--- config.mk ---
export PLATFORM = sky130hd
export DESIGN_NAME = grid_maze_dfs_path_finder_unit_flat
export DESIGN_NICKNAME = d
export VERILOG_FILES = /design/src/rtl/core/gmdfs_pkg.sv /design/src/rtl/core/gmdfs_if.sv /design/src/rtl/core/gmdfs_stack_mem.sv /design/src/rtl/core/gmdfs_engine.sv /design/src/rtl/core/grid_maze_dfs_path_finder_unit.sv /design/src/flat_wrapper.sv
export SDC_FILE = /design/constraint.sdc
export NUM_CORES = 1
export LEC_CHECK = 0
export ABC_AREA = 1
export BUFFER_PORTS_ARGS = -buffer_cell sky130_fd_sc_hd__buf_2
export CAP_MARGIN = 40
export CORE_AREA = 3 3 248 250
export CTS_CLUSTER_DIAMETER = 150
export DETAILED_ROUTE_END_ITERATION = 8
export DIE_AREA = 0 0 251 253
export HOLD_SLACK_MARGIN = 0.06
export PLACE_DENSITY = 0.75
export RECOVER_POWER = 25
export SLEW_MARGIN = 20
export SYNTH_ARGS = -nofsm -noshare
export SYNTH_HDL_FRONTEND = slang
export SYNTH_SLANG_ARGS = --single-unit
--- constraint.sdc ---
create_clock -name clk_i -period 4.9 [get_ports clk_i]
set_input_delay 0.245 -clock clk_i [delete_from_list [all_inputs] [get_ports clk_i]]
set_output_delay 0.245 -clock clk_i [all_outputs]
set_load 0.05 [all_outputs]
--- src/rtl/core/gmdfs_pkg.sv ---
`default_nettype none

package gmdfs_pkg;

  localparam int unsigned Rows   = 8;
  localparam int unsigned Cols   = 8;
  localparam int unsigned Cells  = Rows * Cols;
  localparam int unsigned RowW   = $clog2(Rows);
  localparam int unsigned ColW   = $clog2(Cols);
  localparam int unsigned CellW  = RowW + ColW;
  localparam int unsigned DepthW = $clog2(Cells) + 1;
  localparam int unsigned DirW   = 3;
  localparam int unsigned StepsW = 7;

  // search directions, tried in this order
  localparam logic [DirW-1:0] DirRight = 3'd0;
  localparam logic [DirW-1:0] DirDown  = 3'd1;
  localparam logic [DirW-1:0] DirLeft  = 3'd2;
  localparam logic [DirW-1:0] DirUp    = 3'd3;
  localparam logic [DirW-1:0] DirDone  = 3'd4;

  localparam logic OpLoad  = 1'b0;
  localparam logic OpSolve = 1'b1;

  localparam logic [RowW-1:0] LastRow = RowW'(Rows - 1);
  localparam logic [ColW-1:0] LastCol = ColW'(Cols - 1);

  typedef struct packed {
    logic [CellW-1:0] pos;
    logic [DirW-1:0]  dir;
  } stack_entry_t;

  typedef struct packed {
    logic                  we;
    logic                  re;
    logic [CellW-1:0]      waddr;
    logic [CellW-1:0]      raddr;
    stack_entry_t          wdata;
  } stack_req_t;

  typedef struct packed {
    logic [RowW-1:0]   cell_row;
    logic [ColW-1:0]   cell_col;
    logic [StepsW-1:0] steps_to_exit;
    logic              found;
    logic              last;
  } result_t;

  typedef struct packed {
    logic    valid;
    result_t data;
  } res_push_t;

endpackage

`default_nettype wire

--- src/rtl/core/gmdfs_if.sv ---
`default_nettype none

interface gmdfs_in_if;
  logic       valid;
  logic       ready;
  logic       op;
  logic [2:0] row_index;
  logic [7:0] row_walls;

  modport source (output valid, op, row_index, row_walls, input ready);
  modport sink   (input valid, op, row_index, row_walls, output ready);
endinterface

interface gmdfs_out_if;
  logic       valid;
  logic       ready;
  logic [2:0] cell_row;
  logic [2:0] cell_col;
  logic [6:0] steps_to_exit;
  logic       found;
  logic       last;

  modport source (output valid, cell_row, cell_col, steps_to_exit, found, last,
                  input ready);
  modport sink   (input valid, cell_row, cell_col, steps_to_exit, found, last,
                  output ready);
endinterface

`default_nettype wire

--- src/rtl/core/gmdfs_stack_mem.sv ---
`default_nettype none

module gmdfs_stack_mem
  import gmdfs_pkg::*;
(
  input  wire logic         clk_i,
  input  wire stack_req_t   req_i,
  output stack_entry_t      rdata_o
);

  stack_entry_t mem [Cells];
  stack_entry_t rdata_q;

  always_ff @(posedge clk_i) begin
    if (req_i.we) begin
      mem[req_i.waddr] <= req_i.wdata;
    end
    if (req_i.re) begin
      rdata_q <= mem[req_i.raddr];
    end
  end

  assign rdata_o = rdata_q;

endmodule

`default_nettype wire

--- src/rtl/core/gmdfs_engine.sv ---
`default_nettype none

module gmdfs_engine
  import gmdfs_pkg::*;
(
  input  wire logic            clk_i,
  input  wire logic            rst_ni,
  input  wire logic            in_valid_i,
  input  wire logic            in_op_i,
  input  wire logic [RowW-1:0] in_row_i,
  input  wire logic [7:0]      in_walls_i,
  output logic                 in_ready_o,
  input  wire logic            slot_free_i,
  output res_push_t            res_o,
  output stack_req_t           stack_req_o,
  input  wire stack_entry_t    stack_rdata_i
);

  localparam logic [2:0] ST_IDLE = 3'd0;
  localparam logic [2:0] ST_STEP = 3'd1;
  localparam logic [2:0] ST_POPW = 3'd2;
  localparam logic [2:0] ST_RD   = 3'd3;
  localparam logic [2:0] ST_WR   = 3'd4;
  localparam logic [2:0] ST_TOP  = 3'd5;
  localparam logic [2:0] ST_EXIT = 3'd6;
  localparam logic [2:0] ST_NONE = 3'd7;

  localparam logic [CellW-1:0] ExitCell = CellW'(Cells - 1);

  logic [2:0]                 state_q, state_d;
  logic [Rows-1:0][Cols-1:0]  wall_q;
  logic [Cells-1:0]           visited_q, visited_d;
  logic [CellW-1:0]           top_cell_q, top_cell_d;
  logic [DirW-1:0]            top_dir_q, top_dir_d;
  logic [DepthW-1:0]          depth_q, depth_d;
  logic [CellW-1:0]           k_q, k_d;

  logic [RowW-1:0]  cur_r, nbr_r;
  logic [ColW-1:0]  cur_c, nbr_c;
  logic [CellW-1:0] nbr_cell;
  logic             nbr_inb, nbr_open;
  logic             accept_in;
  logic [StepsW-1:0] steps_k;

  assign accept_in  = in_valid_i && in_ready_o;
  assign in_ready_o = (state_q == ST_IDLE);

  assign cur_r = top_cell_q[CellW-1:ColW];
  assign cur_c = top_cell_q[ColW-1:0];

  always_comb begin
    nbr_r   = cur_r;
    nbr_c   = cur_c;
    nbr_inb = 1'b0;
    case (top_dir_q)
      DirRight: begin
        nbr_inb = (cur_c != LastCol);
        nbr_c   = cur_c + ColW'(1);
      end
      DirDown: begin
        nbr_inb = (cur_r != LastRow);
        nbr_r   = cur_r + RowW'(1);
      end
      DirLeft: begin
        nbr_inb = (cur_c != '0);
        nbr_c   = cur_c - ColW'(1);
      end
      DirUp: begin
        nbr_inb = (cur_r != '0);
        nbr_r   = cur_r - RowW'(1);
      end
      default: nbr_inb = 1'b0;
    endcase
  end

  assign nbr_cell = {nbr_r, nbr_c};
  assign nbr_open = nbr_inb && !wall_q[nbr_r][nbr_c] && !visited_q[nbr_cell];

  // path length is depth + 1; entry k is (depth + 1 - k) cells from the exit
  assign steps_k = StepsW'(depth_q) + StepsW'(1) - StepsW'(k_q);

  always_comb begin
    state_d     = state_q;
    visited_d   = visited_q;
    top_cell_d  = top_cell_q;
    top_dir_d   = top_dir_q;
    depth_d     = depth_q;
    k_d         = k_q;
    res_o       = '0;
    stack_req_o = '0;

    case (state_q)
      ST_IDLE: begin
        if (accept_in && (in_op_i == OpSolve)) begin
          visited_d    = '0;
          visited_d[0] = 1'b1;
          top_cell_d   = '0;
          top_dir_d    = DirRight;
          depth_d      = DepthW'(1);
          state_d      = ST_STEP;
        end
      end
      ST_STEP: begin
        if (top_dir_q == DirDone) begin
          if (depth_q == DepthW'(1)) begin
            state_d = ST_NONE;
          end else begin
            stack_req_o.re    = 1'b1;
            stack_req_o.raddr = CellW'(depth_q - DepthW'(2));
            depth_d           = depth_q - DepthW'(1);
            state_d           = ST_POPW;
          end
        end else begin
          top_dir_d = top_dir_q + DirW'(1);
          if (nbr_open) begin
            if (nbr_cell == ExitCell) begin
              k_d     = '0;
              state_d = (depth_q == DepthW'(1)) ? ST_TOP : ST_RD;
            end else begin
              visited_d[nbr_cell]  = 1'b1;
              stack_req_o.we       = 1'b1;
              stack_req_o.waddr    = CellW'(depth_q - DepthW'(1));
              stack_req_o.wdata    = '{pos: top_cell_q, dir: top_dir_q + DirW'(1)};
              top_cell_d           = nbr_cell;
              top_dir_d            = DirRight;
              depth_d              = depth_q + DepthW'(1);
            end
          end
        end
      end
      ST_POPW: begin
        top_cell_d = stack_rdata_i.pos;
        top_dir_d  = stack_rdata_i.dir;
        state_d    = ST_STEP;
      end
      ST_RD: begin
        stack_req_o.re    = 1'b1;
        stack_req_o.raddr = k_q;
        state_d           = ST_WR;
      end
      ST_WR: begin
        if (slot_free_i) begin
          res_o.valid              = 1'b1;
          res_o.data.cell_row      = stack_rdata_i.pos[CellW-1:ColW];
          res_o.data.cell_col      = stack_rdata_i.pos[ColW-1:0];
          res_o.data.steps_to_exit = steps_k;
          res_o.data.found         = 1'b1;
          k_d                      = k_q + CellW'(1);
          state_d = (DepthW'(k_q) == depth_q - DepthW'(2)) ? ST_TOP : ST_RD;
        end
      end
      ST_TOP: begin
        if (slot_free_i) begin
          res_o.valid              = 1'b1;
          res_o.data.cell_row      = cur_r;
          res_o.data.cell_col      = cur_c;
          res_o.data.steps_to_exit = StepsW'(2);
          res_o.data.found         = 1'b1;
          state_d                  = ST_EXIT;
        end
      end
      ST_EXIT: begin
        if (slot_free_i) begin
          res_o.valid              = 1'b1;
          res_o.data.cell_row      = LastRow;
          res_o.data.cell_col      = LastCol;
          res_o.data.steps_to_exit = StepsW'(1);
          res_o.data.found         = 1'b1;
          res_o.data.last          = 1'b1;
          state_d                  = ST_IDLE;
        end
      end
      ST_NONE: begin
        if (slot_free_i) begin
          res_o.valid     = 1'b1;
          res_o.data.last = 1'b1;
          state_d         = ST_IDLE;
        end
      end
      default: state_d = ST_IDLE;
    endcase
  end

  always_ff @(posedge clk_i or negedge rst_ni) begin
    if (!rst_ni) begin
      state_q   <= ST_IDLE;
      wall_q    <= '0;
      visited_q <= '0;
      depth_q   <= '0;
    end else begin
      state_q   <= state_d;
      visited_q <= visited_d;
      depth_q   <= depth_d;
      if (accept_in && (in_op_i == OpLoad)) begin
        wall_q[in_row_i] <= in_walls_i[Cols-1:0];
      end
    end
  end

  always_ff @(posedge clk_i) begin
    top_cell_q <= top_cell_d;
    top_dir_q  <= top_dir_d;
    k_q        <= k_d;
  end

`ifndef SYNTHESIS
  a_solve_starts: assert property (@(posedge clk_i) disable iff (!rst_ni)
    (accept_in && (in_op_i == OpSolve)) |=> (state_q == ST_STEP && depth_q == DepthW'(1)))
    else $error("solve did not start the search");
  a_start_visited: assert property (@(posedge clk_i) disable iff (!rst_ni)
    (state_q == ST_STEP) |-> (visited_q[0] && depth_q != '0))
    else $error("search running without start cell");
  a_push_bound: assert property (@(posedge clk_i) disable iff (!rst_ni)
    stack_req_o.we |-> (depth_q < DepthW'(Cells)))
    else $error("stack overflow");
  a_res_slot: assert property (@(posedge clk_i) disable iff (!rst_ni)
    res_o.valid |-> slot_free_i)
    else $error("result pushed into a full output slot");
  a_no_mem_clash: assert property (@(posedge clk_i) disable iff (!rst_ni)
    !(stack_req_o.we && stack_req_o.re))
    else $error("stack read and write in one cycle");
`endif

endmodule

`default_nettype wire

--- src/rtl/core/grid_maze_dfs_path_finder_unit.sv ---
`default_nettype none

// Maze path finder over an 8 x 8 wall map, depth-first search from (0,0) to (7,7).
// Input channel in_i: op = 0 loads row_index with row_walls (no result),
// op = 1 solves. Output channel out_o: one transaction per path cell, start
// cell first, steps_to_exit counting down to 1 at the exit, last on the exit.
// With no path, a single transaction with found = 0, last = 1 and zeros.
// A solve tries one direction at a time; a backtrack issues a stack memory read
// (its read data is registered) and then restores the popped entry. The path
// is then emitted with a stack memory read and then an output load per path cell
// below the top of stack, and one output load each for the top cell and the exit.
// The search state (stack) lives in one synchronous memory; walls and visited
// marks are flops. A new item is taken only when the previous solve has handed
// its last transaction to the output register, which may still be waiting.
// A stall on out_o holds the output register and freezes the emission.
// Reset clears the wall map to all open and the output valid flag; the stack
// memory needs no clearing.

module grid_maze_dfs_path_finder_unit
  import gmdfs_pkg::*;
(
  input  wire logic  clk_i,
  input  wire logic  rst_ni,
  gmdfs_in_if.sink   in_i,
  gmdfs_out_if.source out_o
);

  res_push_t    res;
  stack_req_t   stack_req;
  stack_entry_t stack_rdata;
  logic         slot_free;
  logic         out_valid_q;
  result_t      out_data_q;

  assign slot_free = !out_valid_q || out_o.ready;

  gmdfs_engine u_engine (
    .clk_i         (clk_i),
    .rst_ni        (rst_ni),
    .in_valid_i    (in_i.valid),
    .in_op_i       (in_i.op),
    .in_row_i      (in_i.row_index),
    .in_walls_i    (in_i.row_walls),
    .in_ready_o    (in_i.ready),
    .slot_free_i   (slot_free),
    .res_o         (res),
    .stack_req_o   (stack_req),
    .stack_rdata_i (stack_rdata)
  );

  gmdfs_stack_mem u_stack (
    .clk_i   (clk_i),
    .req_i   (stack_req),
    .rdata_o (stack_rdata)
  );

  always_ff @(posedge clk_i or negedge rst_ni) begin
    if (!rst_ni) begin
      out_valid_q <= 1'b0;
    end else if (res.valid) begin
      out_valid_q <= 1'b1;
    end else if (out_o.ready) begin
      out_valid_q <= 1'b0;
    end
  end

  always_ff @(posedge clk_i) begin
    if (res.valid) begin
      out_data_q <= res.data;
    end
  end

  assign out_o.valid         = out_valid_q;
  assign out_o.cell_row      = out_data_q.cell_row;
  assign out_o.cell_col      = out_data_q.cell_col;
  assign out_o.steps_to_exit = out_data_q.steps_to_exit;
  assign out_o.found         = out_data_q.found;
  assign out_o.last          = out_data_q.last;

`ifndef SYNTHESIS
  a_out_hold: assert property (@(posedge clk_i) disable iff (!rst_ni)
    (out_valid_q && !out_o.ready) |=> (out_valid_q && $stable(out_data_q)))
    else $error("stalled output transaction changed");
  a_no_path_shape: assert property (@(posedge clk_i) disable iff (!rst_ni)
    (out_valid_q && !out_data_q.found) |->
      (out_data_q.last && out_data_q.steps_to_exit == '0))
    else $error("malformed no-path transaction");
  a_exit_steps: assert property (@(posedge clk_i) disable iff (!rst_ni)
    (out_valid_q && out_data_q.found && out_data_q.last) |->
      (out_data_q.steps_to_exit == StepsW'(1)))
    else $error("exit cell not one step from exit");
`endif

endmodule

`default_nettype wire

--- src/flat_wrapper.sv ---
// flat-port wrapper written by rule: the top's interface ports become plain ports
module grid_maze_dfs_path_finder_unit_flat import gmdfs_pkg::*;
  (clk_i, rst_ni, in_i_valid, in_i_op, in_i_row_index, in_i_row_walls, in_i_ready, out_o_valid, out_o_cell_row, out_o_cell_col, out_o_steps_to_exit, out_o_found, out_o_last, out_o_ready);
  gmdfs_in_if in_i_i ();
  gmdfs_out_if out_o_i ();
  input  wire logic clk_i;
  input  wire logic rst_ni;
  input wire logic [$bits(in_i_i.valid)-1:0] in_i_valid;
  input wire logic [$bits(in_i_i.op)-1:0] in_i_op;
  input wire logic [$bits(in_i_i.row_index)-1:0] in_i_row_index;
  input wire logic [$bits(in_i_i.row_walls)-1:0] in_i_row_walls;
  output wire logic [$bits(in_i_i.ready)-1:0] in_i_ready;
  output wire logic [$bits(out_o_i.valid)-1:0] out_o_valid;
  output wire logic [$bits(out_o_i.cell_row)-1:0] out_o_cell_row;
  output wire logic [$bits(out_o_i.cell_col)-1:0] out_o_cell_col;
  output wire logic [$bits(out_o_i.steps_to_exit)-1:0] out_o_steps_to_exit;
  output wire logic [$bits(out_o_i.found)-1:0] out_o_found;
  output wire logic [$bits(out_o_i.last)-1:0] out_o_last;
  input wire logic [$bits(out_o_i.ready)-1:0] out_o_ready;
  assign in_i_i.valid = in_i_valid;
  assign in_i_i.op = in_i_op;
  assign in_i_i.row_index = in_i_row_index;
  assign in_i_i.row_walls = in_i_row_walls;
  assign in_i_ready = in_i_i.ready;
  assign out_o_valid = out_o_i.valid;
  assign out_o_cell_row = out_o_i.cell_row;
  assign out_o_cell_col = out_o_i.cell_col;
  assign out_o_steps_to_exit = out_o_i.steps_to_exit;
  assign out_o_found = out_o_i.found;
  assign out_o_last = out_o_i.last;
  assign out_o_i.ready = out_o_ready;
  grid_maze_dfs_path_finder_unit u_core (.clk_i(clk_i), .rst_ni(rst_ni), .in_i(in_i_i), .out_o(out_o_i));
endmodule
==> results.md, run 1 <==
Outcome:
- The flow ran to the end, but the final reports show violations.
- The checks that failed: capacitance limit, slew limit.

Job:
- The max-capacitance violation count is 1.

Finish:
- The number of fillers in the final layout is 4505.
- The library cells used most frequently in the layout, excluding fill and tap cells, are 660 x nand2_1, 615 x edfxtp_1, 364 x nand3_1.
- The total area of multi-input combinational cells is 0.01081 mm2.
- Compared with the post-synthesis result, the final layout area differs by 12.80%.
- In the final design database the tool counted 3234 nets.
- The library cell used most frequently in the layout, excluding fill and tap cells, is nand2_1.
- The final antenna diode count is 0.
- Of the cells placed in the final design, the portion with a size suffix greater than 1 is 16.56%.
- Registers take 0.02195 mm2.

CTS:
- Clock-pin slew was measured on the worst setup and hold paths at 0.06 ns.
- The TritonCTS sink count is 754.
- Clock tree synthesis selected as its root buffer the cell clkbuf_16.
- Buffers inserted during clock tree synthesis total 76.
- The count of H-tree levels built during CTS is 3.
- No sink is reached through more buffers than the 3 on the longest clock path.
- The clock latency on the worst-skew pair is 0.65 ns.
- The TritonCTS clock tree is built.

Floorplanning:
- The full die area is 0.06350 mm2.
- Once the floorplan was initialized, standard cells occupied 57.18% of the core.
- The core region is 0.05924 mm2.
- The x dimension of the die is 251 um.
- The standard-cell row count is 89.
- The overall die height is 253 um.
- 33 I/O pins were placed.

Critical path:
- STA classifies the critical path endpoint as a flip-flop.
- The critical path's largest stage delay is 0.56 ns.
- The slowest stage of the critical path belongs to the cell nor2_2.
- The number of cell instances on the worst register-to-register path is 19.
- The largest fanout on the critical path is 17.
- The most numerous cell type found on the critical path is nand2_1.
- At the worst endpoint, the required time is 5.18 ns.
- The critical setup path kind is flip-flop to flip-flop.
- The signal on the critical path passes through inv_1 -> ha_1 -> inv_1 -> nor2_1 -> fa_1 -> or2_2 -> nand4_1 -> nand2_1 -> buf_4 -> nand2_1 -> nor2_1 -> nand2_1 -> inv_1 -> nor2_1 -> nand2_1 -> nor3_4 -> buf_12 -> nand4_4 -> nor2_2.
- The worst setup path is launched from a flip-flop.
- The critical path data arrival time is 4.86 ns.

Routing:
- The number of design-rule violations left by the first detailed-router iteration is 3140.
- The post-route DRC violation count is 0.
- The highest layer used for signal routing is met5.
- Using the TritonRoute via totals, the vias-per-cell ratio works out to 6.163.
- The sum of routed wire length over all layers is 89.27 mm.
- The count of vias placed by the detailed router is 24.86k.
- The first-pass detailed-route iteration total is 7.
- The post-detailed-route count of antenna-violating nets is 0.
- The wire length on met2 is 42.64 mm.
- Summed over all nets, wire length on met3 after detailed routing comes to 7.823 mm.
- For this block, wires on met1 add up to 35.45 mm.
- The per-cell routed wire length is 22.13 um.

Synthesis:
- The net count after synthesis is 3159.
- Summing the areas of all fa, ha and maj instances in the mapped netlist gives 0.8422% of the synthesized area.
- After synthesis, the netlist uses 41 different library cells.
- The count of flip-flops with a built-in enable after synthesis is 615.
- The post-synthesis cell area is 0.03387 mm2.
- Counting every instance in the synthesized netlist gives 3122.
- The portion of synthesized cell area occupied by the leading cell type is 54.52%.
- The post-synthesis register bit count is 754.
- Of the post-synthesis cell area, the part taken by muxes is 0%.
- The area fraction in and, or, nand and nor cells after synthesis is 20.27%.
- The synthesized netlist devotes 0.4396% of its cell area to XOR and XNOR gates.
- The complex-gate fraction of the synthesized area is 9.907%.
- After synthesis, flip-flops and latches occupy 64.79% of the total area.
- The share of synthesized flip-flops with an asynchronous set or reset is 18.44%.
- The leading area contributor after synthesis is edfxtp_1.
- The total number of yosys warnings is 0.
- By area the synthesized netlist is led by edfxtp_1 55%, dfrtp_1 10%, nand2_1 7.3%.
- A synthesized cell averages 10.85 um2.
- After synthesis, the largest family of logic cells by area is simple AND/OR/NAND/NOR gates.
- The dominant register cell in the synthesized netlist is edfxtp_1.

Pwr:
- The cell leakage power is 14.66 nW.
- For this design the ratio of total power to cell area is 599.6 mW/mm2.
- The net switching component of the power is 9.272 mW.
- The total design power is 22.91 mW.
- The clock network power share is 24.6%.
- Cell internal power was estimated by the tool at 13.64 mW.
- In this run, flip-flops and latches consume 37.0% of the power.
- The maximum ir drop on the vdd rail is 510.2 uV.
- The fraction of power consumed by combinational cells is 38.4%.
- Of the total power, the share spent switching nets is 40.47%.

GRT:
- The total overflow left after global routing is 0.
- The initial antenna violation count was 1.
- The aggregate global-route resource usage is 27.78%.
- Entering global routing, the biggest net connects 145 pins.
- The via count of the first global-routing pass is 23.82k.
- The wire length of the first global-routing pass is 136.9 mm.

Timing:
- Setup repair after global routing could not meet its margin everywhere.
- The final hold violation count was 0.
- The transition time at the pin with the least slew margin is 2.498 ns.
- The worst path needs 4.583 ns of the cycle, external delays included.
- Measured against its own limit, the worst slew margin works out to -66.54%.
- The clock skew after layout is 0.03665 ns.
- Dividing the final minimum period by the clock period gives 93.53%.
- The number of pins with negative max-slew slack in the final report is 45.
- Setup violations remaining at the end of the flow were counted as 0.
- For this run, the top clock speed supported by timing is 0.2182 GHz.
- The worst path meets setup with 0.3169 ns of slack.

Worst hold path:
- In this run the worst hold path is classified as primary input to flip-flop.
- Along the worst hold path, the cell count comes to 4.

Place:
- Port buffering added 32 buffers.
- Prior to clock tree synthesis, the placed netlist has a worst setup slack of 0.1866 ns.
- Routability-driven placement finished with a final weighted congestion of 0.9507.
- The placed wire-length estimate is 54.19 mm.
## power groups by stage
stage	clock, mW	sequential [mW]	combinational [mW]
2_1_floorplan	0	8.56	5.50
3_3_place_gp	0	8.55	8.31
3_5_place_dp	0	8.58	8.55
4_1_cts	5.70	8.46	8.60
5_1_grt	5.95	8.52	9.51
6_report	5.64	8.47	8.80
## Yosys cell counts, types with 11 or more instances
| master | number |
|---|---|
| a21oi_1 | 73 |
| buf_2 | 39 |
| clkbuf_1 | 129 |
| dfrtp_1 | 139 |
| edfxtp_1 | 615 |
| ha_1 | 18 |
| inv_1 | 136 |
| nand2_1 | 663 |
| nand3_1 | 364 |
| nand4_1 | 14 |
| nor2_1 | 202 |
| nor3_1 | 11 |
| o211ai_1 | 292 |
| o21ai_0 | 109 |
| or2_2 | 227 |
| xor2_1 | 14 |
## layer usage
metal	vias to the layer above	GRT usage (%)
met1	12083	37.54
met5	-	0
li1	11202	-
met4	2	10.69
met2	1329	45.29
met3	240	5.136
## metrics by stage
step	TNS [ns]	cells	utilization (%)	hold WS (ns)	instance area, um2
3_3_place_gp	0	3871	59.89	0.3778	35480
6_report	0	4033	64.50	0.3907	38210
4_1_cts	0	4027	64.32	0.3028	38110
3_5_place_dp	0	3874	60.03	0.3839	35560
2_1_floorplan	-139.18	3122	-	-0.05059	33870
5_1_grt	-0.07133	4033	64.50	0.4403	38210
## flip-flops by register name, summed over array words and instances (netlist names)
name / count
u_core.u_engine.top_dir_q: 3
u_core.out_o.steps_to_exit: 7
u_core.out_o.cell_row: 3
u_core.out_o.found: 1
u_core.out_o.last: 1
u_core.u_stack.mem: 576
u_core.u_engine.state_q: 3
u_core.out_o.cell_col: 3
u_core.u_engine.k_q: 6
u_core.out_o.valid: 1
u_core.u_engine.visited_q: 64
u_core.u_engine.depth_q: 7
u_core.u_stack.rdata_o: 9
u_core.u_engine.top_cell_q: 6
u_core.u_engine.wall_q: 64
## worst paths after layout
path | endpoint | slack [ns] | start
worst min-delay path | u_core.u_engine.wall_q[10]$_DFFE_PN0P_ | 0.39 | in_i_row_index[0]
worst min register to register | u_core.u_engine.visited_q[30]$_DFFE_PN0P_ | 0.47 | u_core.u_engine.visited_q[30]$_DFFE_PN0P_
min in group asynchronous | u_core.u_engine.wall_q[27]$_DFFE_PN0P_ | 0.95 | rst_ni
worst max-delay path | u_core.u_stack.mem[44][4]$_DFFE_PP_ | 0.32 | u_core.u_engine.top_dir_q[0]$_SDFFCE_PN0P_
worst max register to register | u_core.u_stack.mem[44][4]$_DFFE_PP_ | 0.32 | u_core.u_engine.top_dir_q[0]$_SDFFCE_PN0P_
max in group asynchronous | u_core.u_engine.visited_q[35]$_DFFE_PN0P_ | 1.53 | rst_ni
## final cells by class
class	instances	area share [%]
Clock inverter	49	1.041
Tap cell	773	2.531
Inverter	145	1.444
Clock buffer	92	5.298
Sequential cell	754	57.43
Multi-Input combinational cell	2044	28.30
Timing Repair Buffer	176	3.952
## cell families after synthesis
logic type / after synthesis
flops: 754
simple gates: 1499
buf+inv: 324
fa+ha+maj: 21
xor+xnor: 17
compound gates: 507
## timing repair
item	4_1_cts	5_1_grt
setup buffers	0	1
hold endpoints to repair	141	0
hold buffers	12	0
gates resized for setup	0	18
setup endpoints to repair	0	165
## worst max-delay path, delay by kind of cell (launching register included)
kind                     cells  cell delay, ns
buffers and inverters        5            0.68
flip-flops                   1            0.45
adder cells (fa/ha/maj)      2            0.63
AND/OR/NAND/NOR             12            2.48
No activity file was read; power rests on OpenSTA's default activity.
==> inputs of run 2 (changes only) <==
--- a/config.mk
+++ b/config.mk
@@ -13,7 +13,7 @@
 export DETAILED_ROUTE_END_ITERATION = 8
 export DIE_AREA = 0 0 251 253
 export HOLD_SLACK_MARGIN = 0.06
-export PLACE_DENSITY = 0.75
+export PLACE_DENSITY_LB_ADDON = 0.25
 export RECOVER_POWER = 25
 export SLEW_MARGIN = 20
 export SYNTH_ARGS = -nofsm -noshare
==> constraint.sdc (replaced) <==
create_clock -name clk_i -period 4.9 [get_ports clk_i]
set_input_delay 0.98 -clock clk_i [delete_from_list [all_inputs] [get_ports clk_i]]
set_output_delay 0.98 -clock clk_i [all_outputs]
set_load 0.05 [all_outputs]
==> results.md, run 2 (synthesized netlist as in run 1, its figures left out) <==
Pwr:
- The cell leakage power is 14.59 nW (-0.51%).
- The net switching component of the power is 9.174 mW (-1.1%).
- The power density normalized to cell area is 604.2 mW/mm2 (+0.78%).
- The fraction of power consumed by combinational cells is 37.8% (-0.6 points).
- The sequential share of power is 36.8% (-0.2 points).
- The maximum ir drop on the vdd rail is 562.5 uV (+10%).
- The cell-internal power is 13.84 mW (+1.5%).
- The total design power came to 23.02 mW (+0.47%).
- The fraction of power spent switching nets was 39.86% (-0.61 points).
- The clock network power share came to 25.4% (+0.8 points).

Worst hold path:
- The cell count of the worst hold path is 2 (-2).
- The path with the worst hold slack has its endpoint at u_core.u_engine.visited_q[18]$_DFFE_PN0P_.
- The beginning of the worst hold path is u_core.u_engine.visited_q[18]$_DFFE_PN0P_.
- The worst hold path belongs to the class flip-flop to flip-flop.

Critical path:
- The endpoint required time on the critical path came to 5.15 ns (-0.03 ns).
- The setup slack of the worst register-to-register path is 0.10 ns (-0.22 ns).
- The endpoint class of the critical path is a flip-flop.
- The critical setup path kind is flip-flop to flip-flop.
- The end of the worst register-to-register path is u_core.u_stack.mem[58][8]$_DFFE_PP_.
- The critical path data arrival time came to 5.05 ns (+0.19 ns).
- The largest fanout on the critical path is 17 (unchanged).
- The number of cell instances on the worst register-to-register path came to 20 (+1).
- The worst register-to-register path begins at u_core.u_engine.top_dir_q[0]$_SDFFCE_PN0P_.
- The sort of element at the start of the critical path is a flip-flop.

Outcome:
- The run finished, with violations left.
- The final reports fail on capacitance limit, slew limit.

Routing:
- The number of design-rule violations left by the first detailed-router iteration is 2742 (-13%).
- The post-route DRC violation count was 0 (unchanged).
- The met3 layer wire length in the routed design is 7.003 mm (-10%).
- The per-cell routed wire length is 21.98 um (-0.70%).
- The sum of routed wire length over all layers is 88.11 mm (-1.3%).
- The met1 routed wirelength after detailed routing is 35.65 mm (+0.57%).
- The post-detailed-route count of antenna-violating nets is 0 (unchanged).
- In this run the top signal layer used is met4.
- The via-per-instance ratio is 6.102 (-0.99%).
- The count of vias placed by the detailed router is 24.46k (-1.6%).
- The first-pass detailed-route iteration total is 6 (-1).
- The wire length on met2 is 42.44 mm (-0.47%).

Timing:
- The minimum clock period was 4.799 ns (+0.2162 ns).
- The highest achievable clock rate came to 0.2084 GHz (-4.5%).
- The transition time at the pin with the least slew margin was 2.004 ns (-0.4937 ns).
- The number of pins with negative max-slew slack in the final report is 117 (+160%).
- The post-route fraction of the period consumed by the critical path is 97.95% (+4.4 points).
- The normalized max-slew margin is -33.62% (+33 points).
- The final hold violation count is 0 (unchanged).
- The final worst setup slack is 0.1007 ns (-0.2162 ns).
- The clock skew after layout is 0.03179 ns (-0.004866 ns).
- The final-report setup violation count is 0 (unchanged).
- Setup repair after global routing could not meet its margin everywhere.

Finish:
- In the layout the commonest cells are 660 x nand2_1, 615 x edfxtp_1, 364 x nand3_1.
- More flip-flops sit in one register than any other, and that register is u_core.u_stack.mem.
- From synthesis to final layout, the design area changed by 12.46%.
- The area of all placed cells without fillers was 0.03809 mm2 (-0.30%).
- The final instance count without filler cells was 4009 (-0.60%).
- The final core utilization was 64.30% (-0.20 points).
- The count of nets after finishing is 3215 (-0.59%).
- The final antenna diode count is 0 (unchanged).
- The number of flip-flops under the largest register name is 576 (unchanged).
- The commonest non-fill, non-tap cell in the layout is nand2_1.
- In the final layout, the registers with the most flip-flops are u_core.u_stack.mem (576), u_core.u_engine.visited_q (64), u_core.u_engine.wall_q (64).
- The ratio of cells with drive above 1 in the final layout is 16.53% (-0.032 points).

Floorplanning:
- The overall die height is 253 um (unchanged).
- The area of the core region came to 0.05924 mm2 (unchanged).
- The standard-cell row count was 89 (unchanged).
- The count of pins on the block boundary is 33 (unchanged).
- The starting utilization of the core area is 57.18% (unchanged).
- The x dimension of the die is 251 um (unchanged).
- The full die area is 0.06350 mm2 (unchanged).

CTS:
- The number of buffers on the longest clock path is 3 (unchanged).
- The count of H-tree levels built during CTS came to 3 (unchanged).
- TritonCTS built the clock tree.
- The cell sitting at the root of the clock tree is a clkbuf_16.
- The total of hold buffers inserted after clock tree synthesis was 0 (-12).
- The clock latency on the worst-skew pair is 0.65 ns (about the same).
- The clock buffer count from CTS is 77 (+1.3%).
- The clock input transition at the sequential cells of the worst setup and hold paths is 0.06 ns (about the same).
- The TritonCTS sink count is 754 (unchanged).

GRT:
- The initial antenna violation count was 0 (-1).
- The sum of overflow across all layers after global routing is 0 (unchanged).
- The aggregate global-route resource usage is 27.62% (-0.17 points).
- The wire length of the first global-routing pass was 135.7 mm (-0.89%).
- The largest net degree at the start of global routing is 145 (unchanged).
- The via count of the first global-routing pass is 23.60k (-0.95%).

Place:
- The placed wire-length estimate is 53.65 mm (-0.99%).
- The total instance count after detailed placement is 3859 (-0.39%).
- The placed cell area was 0.03537 mm2 (-0.53%).
- The worst setup slack before clock tree synthesis is 0.04881 ns (-0.1378 ns).
- The routability congestion estimate from global placement is 1.003 (+5.5%).
- The number of buffer cells added on primary ports is 32 (unchanged).

Job:
- The max-capacitance violation count is 3 (+2).
[run 2: changes by cell type in the layout (fill, tap and decap cells not counted), moves of 3 or more]
cell           previous run  this run
buf_4                   111       105
clkinv_2                 16        12
nor2_2                   19        22
bufinv_16                 3         7
dlygate4sd3_1            12         0
buf_16                    5         2
nor2_1                  175       170
[run 2: critical path, stage by stage, from the launching register on]
cell      delay, ns
edfxtp_1       0.43
inv_1          0.13
ha_1           0.24
inv_1          0.05
nor2_1         0.06
fa_1           0.38
or2_2          0.32
nand3_1        0.07
nand2_1        0.05
nand2_1        0.17
inv_1          0.23
nand2_1        0.14
nor2_1         0.06
nand2_1        0.07
nand2_1        0.06
nor2_1         0.12
nand3_1        0.26
nor3_4         0.23
buf_4          0.31
nand4_4        0.32
nor2_1         0.69
[run 2: area by class of cell]
| type | instances | area, um2 |
|---|---|---|
| Clock buffer | 91 | 2042 |
| Clock inverter | 46 | 474.2 |
| Fill cell | 4451 | 21150 |
| Inverter | 145 | 551.8 |
| Multi-Input combinational cell | 2044 | 10840 |
| Sequential cell | 754 | 21950 |
| Tap cell | 773 | 967.2 |
| Timing Repair Buffer | 156 | 1274 |
[run 2: power by group through the flow]
| stage | Sequential (mW) | Combinational, mW | Clock (mW) |
|---|---|---|---|
| final | 8.47 | 8.70 | 5.85 |
| after global routing | 8.52 | 9.43 | 6.18 |
| after CTS | 8.47 | 8.46 | 5.92 |
| after detailed placement | 8.59 | 8.42 | 0 |
| after global placement | 8.56 | 8.23 | 0 |
| after floorplan | 8.56 | 5.50 | 0 |
[run 2: routing by layer]
| metal | vias to the layer above | global-route usage (%) |
|---|---|---|
| li1 | 11179 | - |
| met1 | 11958 | 37.06 |
| met2 | 1121 | 45.58 |
| met3 | 205 | 4.858 |
| met4 | 0 | 10.48 |
| met5 | - | 0 |
[run 2: worst max-delay path by stage]
stage | start | endpoint | slack, ns | depth (start not counted)
2_1_floorplan | u_core.u_engine.top_dir_q[0]$_SDFFCE_PN0P_ | u_core.u_stack.mem[0][1]$_DFFE_PP_ | -0.24 | 19
3_3_place_gp | u_core.u_engine.top_dir_q[0]$_SDFFCE_PN0P_ | u_core.u_stack.mem[44][7]$_DFFE_PP_ | 0.26 | 20
3_5_place_dp | u_core.u_engine.top_dir_q[0]$_SDFFCE_PN0P_ | u_core.u_stack.mem[15][0]$_DFFE_PP_ | 0.05 | 20
4_1_cts | u_core.u_engine.top_dir_q[0]$_SDFFCE_PN0P_ | u_core.u_stack.mem[15][2]$_DFFE_PP_ | 0.04 | 20
5_1_grt | u_core.u_engine.top_dir_q[0]$_SDFFCE_PN0P_ | u_core.u_stack.mem[58][8]$_DFFE_PP_ | -0.21 | 20
6_report | u_core.u_engine.top_dir_q[0]$_SDFFCE_PN0P_ | u_core.u_stack.mem[58][8]$_DFFE_PP_ | 0.10 | 20
[run 2: metrics by stage]
stage / TNS [ns] / hold slack [ns]
global placement: 0 / 0.4523
detailed placement: 0 / 0.4638
floorplan: -139.18 / 0.4342
global route: -6.006 / 0.5024
CTS: 0 / 0.1933
finish: 0 / 0.4748
[run 2: what timing repair did]
item / in CTS / in global routing
gates resized for setup: 0 / 26
buffers inserted: 0 / 2
setup endpoints to repair: 0 / 243
